## src/mcf_pkg.sv

```systemverilog
package mcf_pkg;

  localparam int DIV_W  = 24;
  localparam int DVSR_W = 16;
  localparam int CNT_W  = 5;

  localparam logic [23:0] SCALE_MAX = 24'hFFFFFF;
  localparam logic [15:0] CAL_SAMPLES_RESET = 16'd3000;

  localparam logic signed [17:0] OFFSET_RESET_X = -18'sd12;
  localparam logic signed [17:0] OFFSET_RESET_Y = 18'sd70;
  localparam logic signed [17:0] OFFSET_RESET_Z = -18'sd106;
  localparam logic [23:0] SCALE_RESET_X = 24'd107546;
  localparam logic [23:0] SCALE_RESET_Y = 24'd699051;
  localparam logic [23:0] SCALE_RESET_Z = 24'd102300;

  typedef struct packed {
    logic       in_load;
    logic       cal_update;
    logic       div_start;
    logic       div_avg;
    logic       scale_load;
    logic       mul;
    logic       rnd;
    logic       sum;
    logic       field_load;
    logic       out_load;
    logic [1:0] axis;
  } cmd_t;

  typedef struct packed {
    logic cal_finish;
    logic div_done;
    logic out_free;
  } sts_t;

endpackage

```

## src/mcf_divider.sv

```systemverilog
module mcf_divider
  import mcf_pkg::*;
(
  input  logic              clk,
  input  logic              rst,
  input  logic              start,
  input  logic [DIV_W-1:0]  dividend,
  input  logic [DVSR_W-1:0] divisor,
  output logic [DIV_W-1:0]  quotient,
  output logic              done
);

  logic [CNT_W-1:0]  count;
  logic [DVSR_W-1:0] rem;
  logic [DVSR_W:0]   trial;
  logic              fits;

  assign trial    = {rem, quotient[DIV_W-1]};
  assign fits     = trial >= {1'b0, divisor};

  // one quotient bit a cycle, restoring
  always_ff @(posedge clk) begin
    if (rst) begin
      count <= '0;
      done  <= 1'b0;
    end else begin
      done <= 1'b0;
      if (start) begin
        count <= CNT_W'(DIV_W);
      end else if (count != '0) begin
        count <= count - 1'b1;
        if (count == CNT_W'(1)) begin
          done <= 1'b1;
        end
      end
    end
  end

  always_ff @(posedge clk) begin
    if (start) begin
      quotient <= dividend;
      rem      <= '0;
    end else if (count != '0) begin
      rem      <= fits ? DVSR_W'(trial - {1'b0, divisor}) : trial[DVSR_W-1:0];
      quotient <= {quotient[DIV_W-2:0], fits};
    end
  end

endmodule

```

## src/mcf_controller.sv

```systemverilog
module mcf_controller
  import mcf_pkg::*;
(
  input  logic clk,
  input  logic rst,
  input  logic in_tvalid,
  output logic in_tready,
  input  sts_t sts,
  output cmd_t cmd
);

  localparam logic [3:0] ST_IDLE  = 4'd0;
  localparam logic [3:0] ST_CAL   = 4'd1;
  localparam logic [3:0] ST_SDIV  = 4'd2;
  localparam logic [3:0] ST_SWAIT = 4'd3;
  localparam logic [3:0] ST_MUL   = 4'd4;
  localparam logic [3:0] ST_RND   = 4'd5;
  localparam logic [3:0] ST_SUM   = 4'd6;
  localparam logic [3:0] ST_AVG   = 4'd7;
  localparam logic [3:0] ST_AWAIT = 4'd8;
  localparam logic [3:0] ST_OUT   = 4'd9;

  logic [3:0] state, state_next;
  logic [1:0] axis, axis_next;

  assign in_tready = (state == ST_IDLE);

  always_comb begin
    state_next = state;
    axis_next  = axis;
    cmd        = '0;
    cmd.axis   = axis;
    unique case (state)
      ST_IDLE: begin
        if (in_tvalid) begin
          cmd.in_load = 1'b1;
          state_next  = ST_CAL;
        end
      end
      ST_CAL: begin
        cmd.cal_update = 1'b1;
        axis_next      = 2'd0;
        state_next     = sts.cal_finish ? ST_SDIV : ST_MUL;
      end
      ST_SDIV: begin
        cmd.div_start = 1'b1;
        state_next    = ST_SWAIT;
      end
      ST_SWAIT: begin
        if (sts.div_done) begin
          cmd.scale_load = 1'b1;
          if (axis == 2'd2) begin
            axis_next  = 2'd0;
            state_next = ST_MUL;
          end else begin
            axis_next  = axis + 2'd1;
            state_next = ST_SDIV;
          end
        end
      end
      ST_MUL: begin
        cmd.mul    = 1'b1;
        state_next = ST_RND;
      end
      ST_RND: begin
        cmd.rnd    = 1'b1;
        state_next = ST_SUM;
      end
      ST_SUM: begin
        cmd.sum    = 1'b1;
        state_next = ST_AVG;
      end
      ST_AVG: begin
        cmd.div_start = 1'b1;
        cmd.div_avg   = 1'b1;
        state_next    = ST_AWAIT;
      end
      ST_AWAIT: begin
        cmd.div_avg = 1'b1;
        if (sts.div_done) begin
          cmd.field_load = 1'b1;
          if (axis == 2'd2) begin
            state_next = ST_OUT;
          end else begin
            axis_next  = axis + 2'd1;
            state_next = ST_MUL;
          end
        end
      end
      ST_OUT: begin
        if (sts.out_free) begin
          cmd.out_load = 1'b1;
          state_next   = ST_IDLE;
        end
      end
      default: begin
        state_next = ST_IDLE;
      end
    endcase
  end

  always_ff @(posedge clk) begin
    if (rst) begin
      state <= ST_IDLE;
      axis  <= 2'd0;
    end else begin
      state <= state_next;
      axis  <= axis_next;
    end
  end

endmodule

```

## src/mcf_datapath.sv

```systemverilog
module mcf_datapath
  import mcf_pkg::*;
#(
  parameter int WINDOW_LENGTH = 8
)
(
  input  logic               clk,
  input  logic               rst,
  input  cmd_t               cmd,
  output sts_t               sts,
  input  logic [15:0]        calibration_samples,
  input  logic signed [15:0] raw_x,
  input  logic signed [15:0] raw_y,
  input  logic signed [15:0] raw_z,
  input  logic               start_calibration,
  input  logic               out_taken,
  output logic               out_valid,
  output logic signed [15:0] field_x,
  output logic signed [15:0] field_y,
  output logic signed [15:0] field_z,
  output logic               calibrating,
  output logic               calibration_done
);

  localparam int PW = $clog2(WINDOW_LENGTH);
  localparam int AW = $clog2(3 * WINDOW_LENGTH);
  localparam int SW = 17 + PW;

  logic signed [15:0] raw [3];
  logic               start_r;
  logic               cal_active;
  logic [15:0]        cal_count;
  logic               done_r;
  logic signed [15:0] axis_max [3];
  logic signed [15:0] axis_min [3];
  logic signed [17:0] axis_offset [3];
  logic [23:0]        axis_scale [3];
  logic signed [SW-1:0] window_sum [3];
  logic [PW-1:0]      window_pos;
  logic               window_full;
  logic signed [15:0] window_store [3*WINDOW_LENGTH];
  logic signed [15:0] old_entry;
  logic signed [43:0] prod;
  logic signed [15:0] corr;
  logic signed [15:0] field [3];

  logic               act;
  logic [15:0]        cnt_inc;
  logic               finish;
  logic signed [15:0] max_new [3];
  logic signed [15:0] min_new [3];

  logic [AW-1:0]      addr;
  logic signed [16:0] span;
  logic               span_zero;
  logic signed [18:0] diff;
  logic signed [24:0] scale_s;
  logic [43:0]        prod_mag;
  logic [34:0]        prod_q;
  logic signed [15:0] corr_next;
  logic signed [SW-1:0] sum_next;
  logic [PW:0]        fill;
  logic [SW-1:0]      sum_mag;
  logic [DIV_W-1:0]   div_dividend;
  logic [DVSR_W-1:0]  div_divisor;
  logic [DIV_W-1:0]   div_quotient;
  logic               div_done;
  logic [15:0]        avg_q;

  // calibration run bookkeeping
  assign act     = cal_active | start_r;
  assign cnt_inc = (start_r ? 16'd0 : cal_count) + 16'd1;
  assign finish  = act && (cnt_inc >= calibration_samples);

  always_comb begin
    for (int k = 0; k < 3; k++) begin
      max_new[k] = (raw[k] > axis_max[k]) ? raw[k] : axis_max[k];
      min_new[k] = (raw[k] < axis_min[k]) ? raw[k] : axis_min[k];
    end
  end

  assign addr = AW'(cmd.axis) * AW'(WINDOW_LENGTH) + AW'(window_pos);

  assign span      = 17'(axis_max[cmd.axis]) - 17'(axis_min[cmd.axis]);
  assign span_zero = (span == 17'sd0) || span[16];

  assign diff    = {{2{raw[cmd.axis][15]}}, raw[cmd.axis], 1'b0}
                 - 19'(axis_offset[cmd.axis]);
  assign scale_s = $signed({1'b0, axis_scale[cmd.axis]});

  assign prod_mag = prod[43] ? 44'(-prod) : 44'(prod);
  assign prod_q   = 35'((prod_mag + 44'd256) >> 9);

  always_comb begin
    if (prod[43]) begin
      corr_next = (prod_q > 35'd32768) ? -16'sd32768 : 16'(-$signed({1'b0, prod_q}));
    end else begin
      corr_next = (prod_q > 35'd32767) ? 16'sd32767 : $signed(prod_q[15:0]);
    end
  end

  assign sum_next = window_sum[cmd.axis]
                  - (window_full ? SW'(old_entry) : SW'(0)) + SW'(corr);

  assign fill    = window_full ? (PW+1)'(WINDOW_LENGTH) : (PW+1)'(window_pos) + 1'b1;
  assign sum_mag = window_sum[cmd.axis][SW-1] ? SW'(-window_sum[cmd.axis])
                                              : SW'(window_sum[cmd.axis]);

  always_comb begin
    if (cmd.div_avg) begin
      div_dividend = DIV_W'(sum_mag) + DIV_W'(fill >> 1);
      div_divisor  = DVSR_W'(fill);
    end else begin
      div_dividend = DIV_W'(24'h800000) + DIV_W'(span[15:1]);
      div_divisor  = span[15:0];
    end
  end

  assign avg_q = div_quotient[15:0];

  mcf_divider u_divider (
    .clk      (clk),
    .rst      (rst),
    .start    (cmd.div_start),
    .dividend (div_dividend),
    .divisor  (div_divisor),
    .quotient (div_quotient),
    .done     (div_done)
  );

  assign sts.cal_finish = finish;
  assign sts.div_done   = div_done;
  assign sts.out_free   = !out_valid || out_taken;

  // payload registers
  always_ff @(posedge clk) begin
    if (cmd.in_load) begin
      raw[0]  <= raw_x;
      raw[1]  <= raw_y;
      raw[2]  <= raw_z;
      start_r <= start_calibration;
    end
    if (cmd.mul) begin
      prod      <= diff * scale_s;
      old_entry <= window_store[addr];
    end
    if (cmd.rnd) begin
      corr <= corr_next;
    end
    if (cmd.sum) begin
      window_store[addr] <= corr;
    end
    if (cmd.field_load) begin
      field[cmd.axis] <= window_sum[cmd.axis][SW-1] ? 16'(-avg_q) : avg_q;
    end
    if (cmd.out_load) begin
      field_x          <= field[0];
      field_y          <= field[1];
      field_z          <= field[2];
      calibrating      <= cal_active;
      calibration_done <= done_r;
    end
  end

  // state that the model resets
  always_ff @(posedge clk) begin
    if (rst) begin
      cal_active     <= 1'b0;
      cal_count      <= 16'd0;
      done_r         <= 1'b0;
      axis_offset[0] <= OFFSET_RESET_X;
      axis_offset[1] <= OFFSET_RESET_Y;
      axis_offset[2] <= OFFSET_RESET_Z;
      axis_scale[0]  <= SCALE_RESET_X;
      axis_scale[1]  <= SCALE_RESET_Y;
      axis_scale[2]  <= SCALE_RESET_Z;
      for (int k = 0; k < 3; k++) begin
        axis_max[k]   <= -16'sd32768;
        axis_min[k]   <= 16'sd32767;
        window_sum[k] <= '0;
      end
      window_pos  <= '0;
      window_full <= 1'b0;
      out_valid   <= 1'b0;
    end else begin
      if (cmd.cal_update) begin
        done_r <= finish;
        if (act) begin
          cal_active <= !finish;
          cal_count  <= finish ? 16'd0 : cnt_inc;
          for (int k = 0; k < 3; k++) begin
            axis_max[k] <= max_new[k];
            axis_min[k] <= min_new[k];
            if (finish) begin
              axis_offset[k] <= 18'(max_new[k]) + 18'(min_new[k]);
            end
          end
        end
      end
      if (cmd.scale_load) begin
        axis_scale[cmd.axis] <= span_zero ? SCALE_MAX : div_quotient[23:0];
      end
      if (cmd.sum) begin
        window_sum[cmd.axis] <= sum_next;
      end
      if (cmd.out_load) begin
        out_valid <= 1'b1;
        if (window_pos == PW'(WINDOW_LENGTH - 1)) begin
          window_pos  <= '0;
          window_full <= 1'b1;
        end else begin
          window_pos <= window_pos + 1'b1;
        end
      end else if (out_taken) begin
        out_valid <= 1'b0;
      end
    end
  end

endmodule

```

## src/magnetometer_calibrate_filter_unit.sv

```systemverilog
// Magnetometer calibration and smoothing. Each transfer on the slave stream
// carries one raw three-axis sample; a 1 on start_calibration opens a run of
// calibration_samples samples that widens the per-axis max/min (never cleared
// between runs). The last sample of a run sets offset = max+min (half-LSB)
// and scale = 2/(max-min) in Q2.22, saturating when the span is zero, and is
// itself corrected with the new values. Every sample is corrected, rounded and
// saturated to Q2.14, then averaged over a window of WINDOW_LENGTH entries per
// axis (divided by the fill count until the window is full). Exactly one
// result transfer leaves per sample. One sample is worked at a time; the
// shared 24-step serial divider works the three averages of every sample and
// the three scales on the sample that ends a run. The next sample is taken
// while a finished result still waits on the master side.
module magnetometer_calibrate_filter_unit
  import mcf_pkg::*;
#(
  parameter int WINDOW_LENGTH = 8
)
(
  input  logic        clk,
  input  logic        rst,
  input  logic        s_tvalid,
  output logic        s_tready,
  input  logic [47:0] s_tdata,   // raw_x, raw_y, raw_z
  input  logic [0:0]  s_tuser,   // start_calibration
  output logic        m_tvalid,
  input  logic        m_tready,
  output logic [47:0] m_tdata,   // field_x, field_y, field_z
  output logic [1:0]  m_tuser,   // calibrating, calibration_done
  input  logic        psel,
  input  logic        penable,
  input  logic        pwrite,
  input  logic [2:0]  paddr,
  input  logic [31:0] pwdata,
  output logic [31:0] prdata,
  output logic        pready
);

  logic [15:0]        calibration_samples;
  cmd_t               cmd;
  sts_t               sts;
  logic signed [15:0] field_x, field_y, field_z;
  logic               calibrating, calibration_done;

  // register file: one register at byte address 0
  assign pready = 1'b1;
  assign prdata = (paddr[2] == 1'b0) ? {16'd0, calibration_samples} : 32'd0;

  always_ff @(posedge clk) begin
    if (rst) begin
      calibration_samples <= CAL_SAMPLES_RESET;
    end else if (psel && penable && pwrite && pready && (paddr[2] == 1'b0)) begin
      calibration_samples <= pwdata[15:0];
    end
  end

  mcf_controller u_controller (
    .clk       (clk),
    .rst       (rst),
    .in_tvalid (s_tvalid),
    .in_tready (s_tready),
    .sts       (sts),
    .cmd       (cmd)
  );

  mcf_datapath #(
    .WINDOW_LENGTH (WINDOW_LENGTH)
  ) u_datapath (
    .clk                 (clk),
    .rst                 (rst),
    .cmd                 (cmd),
    .sts                 (sts),
    .calibration_samples (calibration_samples),
    .raw_x               (s_tdata[15:0]),
    .raw_y               (s_tdata[31:16]),
    .raw_z               (s_tdata[47:32]),
    .start_calibration   (s_tuser[0]),
    .out_taken           (m_tvalid && m_tready),
    .out_valid           (m_tvalid),
    .field_x             (field_x),
    .field_y             (field_y),
    .field_z             (field_z),
    .calibrating         (calibrating),
    .calibration_done    (calibration_done)
  );

  // pack the result transfer
  assign m_tdata = {field_z, field_y, field_x};
  assign m_tuser = {calibration_done, calibrating};

`ifndef SYNTHESIS
  // a run that has just finished is no longer in progress
  a_done_ends_run: assert property (@(posedge clk) disable iff (rst)
    m_tvalid |-> !(m_tuser[1] && m_tuser[0]))
    else $error("calibration_done with calibrating still set");

  // hold off the next sample while one is being worked
  a_one_at_a_time: assert property (@(posedge clk) disable iff (rst)
    (s_tvalid && s_tready) |=> !s_tready)
    else $error("second sample taken while busy");

  // a register write reads back
  a_reg_readback: assert property (@(posedge clk) disable iff (rst)
    (psel && penable && pwrite && paddr[2] == 1'b0) |=>
      (paddr[2] != 1'b0 || prdata[15:0] == $past(pwdata[15:0])))
    else $error("calibration_samples readback mismatch");
`endif

endmodule
```

## config.mk

```make
export PLATFORM = sky130hd
export DESIGN_NAME = magnetometer_calibrate_filter_unit
export DESIGN_NICKNAME = d
export VERILOG_FILES = /design/src/mcf_pkg.sv /design/src/mcf_divider.sv /design/src/mcf_controller.sv /design/src/mcf_datapath.sv /design/src/magnetometer_calibrate_filter_unit.sv
export SDC_FILE = /design/constraint.sdc
export NUM_CORES = 2
export LEC_CHECK = 0
export BUFFER_PORTS_ARGS = -buffer_cell sky130_fd_sc_hd__buf_4
export CAP_MARGIN = 20
export CORE_ASPECT_RATIO = 1.25
export CORE_MARGIN = 3
export CORE_UTILIZATION = 42
export CTS_CLUSTER_DIAMETER = 200
export DETAILED_ROUTE_END_ITERATION = 16
export GPL_TIMING_DRIVEN = 0
export PLACE_DENSITY_LB_ADDON = 0.12
export SYNTH_ARGS = -nofsm -noshare
export SYNTH_HDL_FRONTEND = slang
export SYNTH_SLANG_ARGS = --single-unit
```

## constraint.sdc

```tcl
create_clock -name clk -period 12.43 [get_ports clk]
set_input_delay 0.6215 -clock clk [delete_from_list [all_inputs] [get_ports clk]]
set_output_delay 0.6215 -clock clk [all_outputs]
set_load 0.01 [all_outputs]
```

==> results by group <==
Global route
  • Grt total ovfl: 0
  • First-pass GRT wire length: 305,000 um
  • Initial antenna violation count: 4
  • Largest net degree at the start of global routing: 56
  • Vias in the first global route: 48,300
  • GR Util All Layers: 0.241

Final layout
  • Nets@finish: 7,251
  • Share of layout cells above drive strength 1: 0.125
  • Area grow syn2layout: 13.5%
  • Commonest non-fill, non-tap cell in the layout: edfxtp_1
  • Most frequent cells in the layout: edfxtp_1, inv_1, nand2_1
  • # fillers: 14,800

Min path
  • Start point of the worst hold path: s_tdata[29]
  • Hold Path Stages: 1
  • Hold EP: u_datapath.raw[1][13]$_DFFE_PP_
  • Worst Hold Class: input pin to flip-flop

Logic synthesis
  • Ys flop type: edfxtp_1
  • Post-synthesis sequential area ratio: 0.438
  • Mapped cell area: 0.0686 sq mm
  • Register bit count reported by yosys: 1,023
  • Mapped Avg Cell Area: 11.4 sq um
  • Largest family of logic cells by synthesized area: adder cells
  • EDFF count, synth: 954
  • Synth warn: 0
  • Mapped Cells: 6,003
  • Yosys cell types: 97
  • Post-Synth XOR/XNOR Area: 0.0286
  • Mux contribution to synthesized area: 0.0830
  • Adder-Cell Fraction of Synth Area: 0.193
  • Ys async rst share: 0
  • Synth Area in Compound Gates: 0.0768
  • Synth Area in Simple Gates: 0.125

Placed design
  • Buffers on Ports: 139
  • Final Wtd Congestion: 0.900
  • Hpwl dp: 157,000 um

Worst setup path
  • Critical Path Start Type: flip-flop
  • CP Max Fanout: 12
  • CP Data Required Time: 12.90 ns
  • Critical path arrival: 12.34 ns
  • Crit Path Class: flip-flop to flip-flop
  • Crit Reg-Reg Endpoint: u_datapath.prod[43]$_DFFE_PP_
  • Slowest CP cell: fa_1
  • Worst setup EP type: flip-flop
  • Critical Path Most Common Cell: fa_1
  • FF-to-FF path depth: 43
  • Worst reg2reg setup slack: 0.56 ns
  • Worst path max stage delay: 0.57 ns

Drt
  • Violation count after the first detailed-route iteration: 3,727
  • Initial DRT Pass Iterations: 5
  • DR DRC count: 0
  • Final ANT Viol Nets: 0
  • Vias per cell: 5.47
  • WL final: 203,000 um
  • Routed length per instance: 23.5 um
  • Via count: 47,100

Floorplanning
  • Die X-Extent: 367 um
  • Die height: 458 um
  • Boundary Pins: 176
  • Row cnt: 165
  • Die Area: 0.168 sq mm
  • Initial Util: 0.423
  • Total core area: 0.162 sq mm

Clock tree
  • Num CTS Buffers: 105
  • Worst-Skew Late Latency: 0.77 ns
  • Clk root buf: clkbuf_16
  • Clock-pin slew on the worst setup and hold paths: 0.06 ns
  • Total clock sinks: 1,023
  • Clk buf depth: 3
  • CTS tree: done
  • H-tree depth: 3

STA
  • Final Hold Fails: 0
  • Final setup violation count: 0
  • Tcrit/Tclk final: 0.955
  • Setup TNS: 0 ns
  • Min Tclk post-route: 11.87 ns
  • Slew HR: 0.215
  • Final Max Tran Viols: 0
  • Actual slew at the worst max-slew pin: 1.17 ns
  • Final Skew: 0.0726 ns
  • Max Fclk: 0.0842 GHz

Outcome
  • Outcome: finished, final reports clean

Job
  • MaxCap Viol Count: 0
==> layout make-up <==
| cell class | count | area [sq um] | share of cell area |
|---|---|---|---|
| multi-input cells | 4007 | 35100 | 0.450 |
| clock buffers | 114 | 2680 | 0.0345 |
| repair buffers | 224 | 2510 | 0.0323 |
| well taps | 2171 | 2720 | 0.0349 |
| clock inverters | 84 | 935 | 0.0120 |
| plain buffers | 264 | 1200 | 0.0154 |
| inverters | 718 | 2710 | 0.0347 |
| flip-flops and latches | 1023 | 30000 | 0.386 |
| diodes | 4 | 10.0 | 0.000129 |
==> how the worst max path moves through the flow <==
stage | endpoint | from | slack [ns] | cells past startpoint
2_1_floorplan | u_datapath.prod[43]$_DFFE_PP_ | flip-flop | 0.58 | 47
3_3_place_gp | u_datapath.prod[43]$_DFFE_PP_ | flip-flop | -4.43 | 45
3_5_place_dp | u_datapath.prod[43]$_DFFE_PP_ | flip-flop | -3.94 | 43
4_1_cts | u_datapath.prod[43]$_DFFE_PP_ | flip-flop | 0.03 | 44
5_1_grt | u_datapath.prod[43]$_DFFE_PP_ | flip-flop | -0.01 | 44
6_report | u_datapath.prod[43]$_DFFE_PP_ | flip-flop | 0.56 | 43
==> logic make-up (layout without fill, tap and decap cells) <==
group / after synthesis / in the layout
and+or+nand+nor: 1759 / 1759
DFF: 1023 / 1023
buffers and inverters: 988 / 1404
AOI/OAI and AO/OA: 822 / 822
adders and majority gates: 817 / 817
muxes: 368 / 368
xor gates and xnor gates: 224 / 224
other: 2 / 21
==> per-layer routing <==
layer	track usage	wire length, um
met1	0.317	85500
met2	0.416	100000
met3	0.0280	10200
met5	0.00172	35
met4	0.0767	6430
==> cells in the mapped netlist (47+ instances only) <==
master    number  area (sq um)
and2_1       189          1180
nand4_1       51           319
mux4_2       149          3360
ha_1         418          5230
a21o_1        67           503
dfxtp_1       69          1380
nand2_1      588          2210
nor3_1        99           495
and3_1        47           294
xor2_1        63           552
inv_1        714          2680
nor2_1       382          1430
a21oi_1      255          1280
clkbuf_1     196           736
nand3_1       76           380
mux2_2       101          1140
o21ai_0      211          1060
edfxtp_1     954         28600
fa_1         399          7990
nand2b_1     120           751
xnor2_1      161          1410
mux2i_1      117          1170
==> critical path: cells and delay by family, from the launching register on <==
family	cells	cell delay, ns
adders and majority gates	9	4.55
AOI/OAI and AO/OA	21	4.17
buffers and inverters	10	1.96
DFF	1	0.43
and+or+nand+nor	2	0.28
xor gates and xnor gates	1	0.13
==> per-stage QoR <==
step | std cells | area [sq um] | worst slack, ns | hold slack (ns) | util
finish | 8609 | 77900 | 0.559 | 0.0704 | 0.480
global route | 8605 | 77800 | -0.0118 | 0.0292 | 0.480
CTS | 8594 | 77500 | 0.0279 | 0.00165 | 0.478
detailed placement | 8394 | 73700 | -3.94 | 0.405 | 0.455
global placement | 8328 | 72400 | -4.43 | 0.402 | 0.447
floorplan | 6018 | 68700 | 0.577 | 0.400 | -
==> registers in the layout, summed over array words and instances, names as in the netlist, 24 cells and up, named ones only <==
| name | count |
|---|---|
| u_datapath.u_divider.quotient | 24 |
| u_datapath.window_sum | 80 |
| u_datapath.field | 48 |
| u_datapath.raw | 48 |
| u_datapath.axis_min | 48 |
| u_datapath.axis_scale | 96 |
| u_datapath.window_store | 384 |
| m_tdata | 48 |
| u_datapath.axis_offset | 51 |
| u_datapath.prod | 44 |
| u_datapath.axis_max | 48 |
==> what timing repair did <==
| action | 4_1_cts | 5_1_grt |
|---|---|---|
| setup buffers | 1 | 0 |
| hold endpoints to repair | 7 | 0 |
| pin swaps | 0 | 1 |
| gates resized for setup | 56 | 33 |
| setup endpoints to repair | 32 | 12 |
| hold buffers | 7 | 0 |
Power is left out: the tool's default activity adds up to more than one toggle a clock period on the data nets, which glitch-free logic cannot reach.
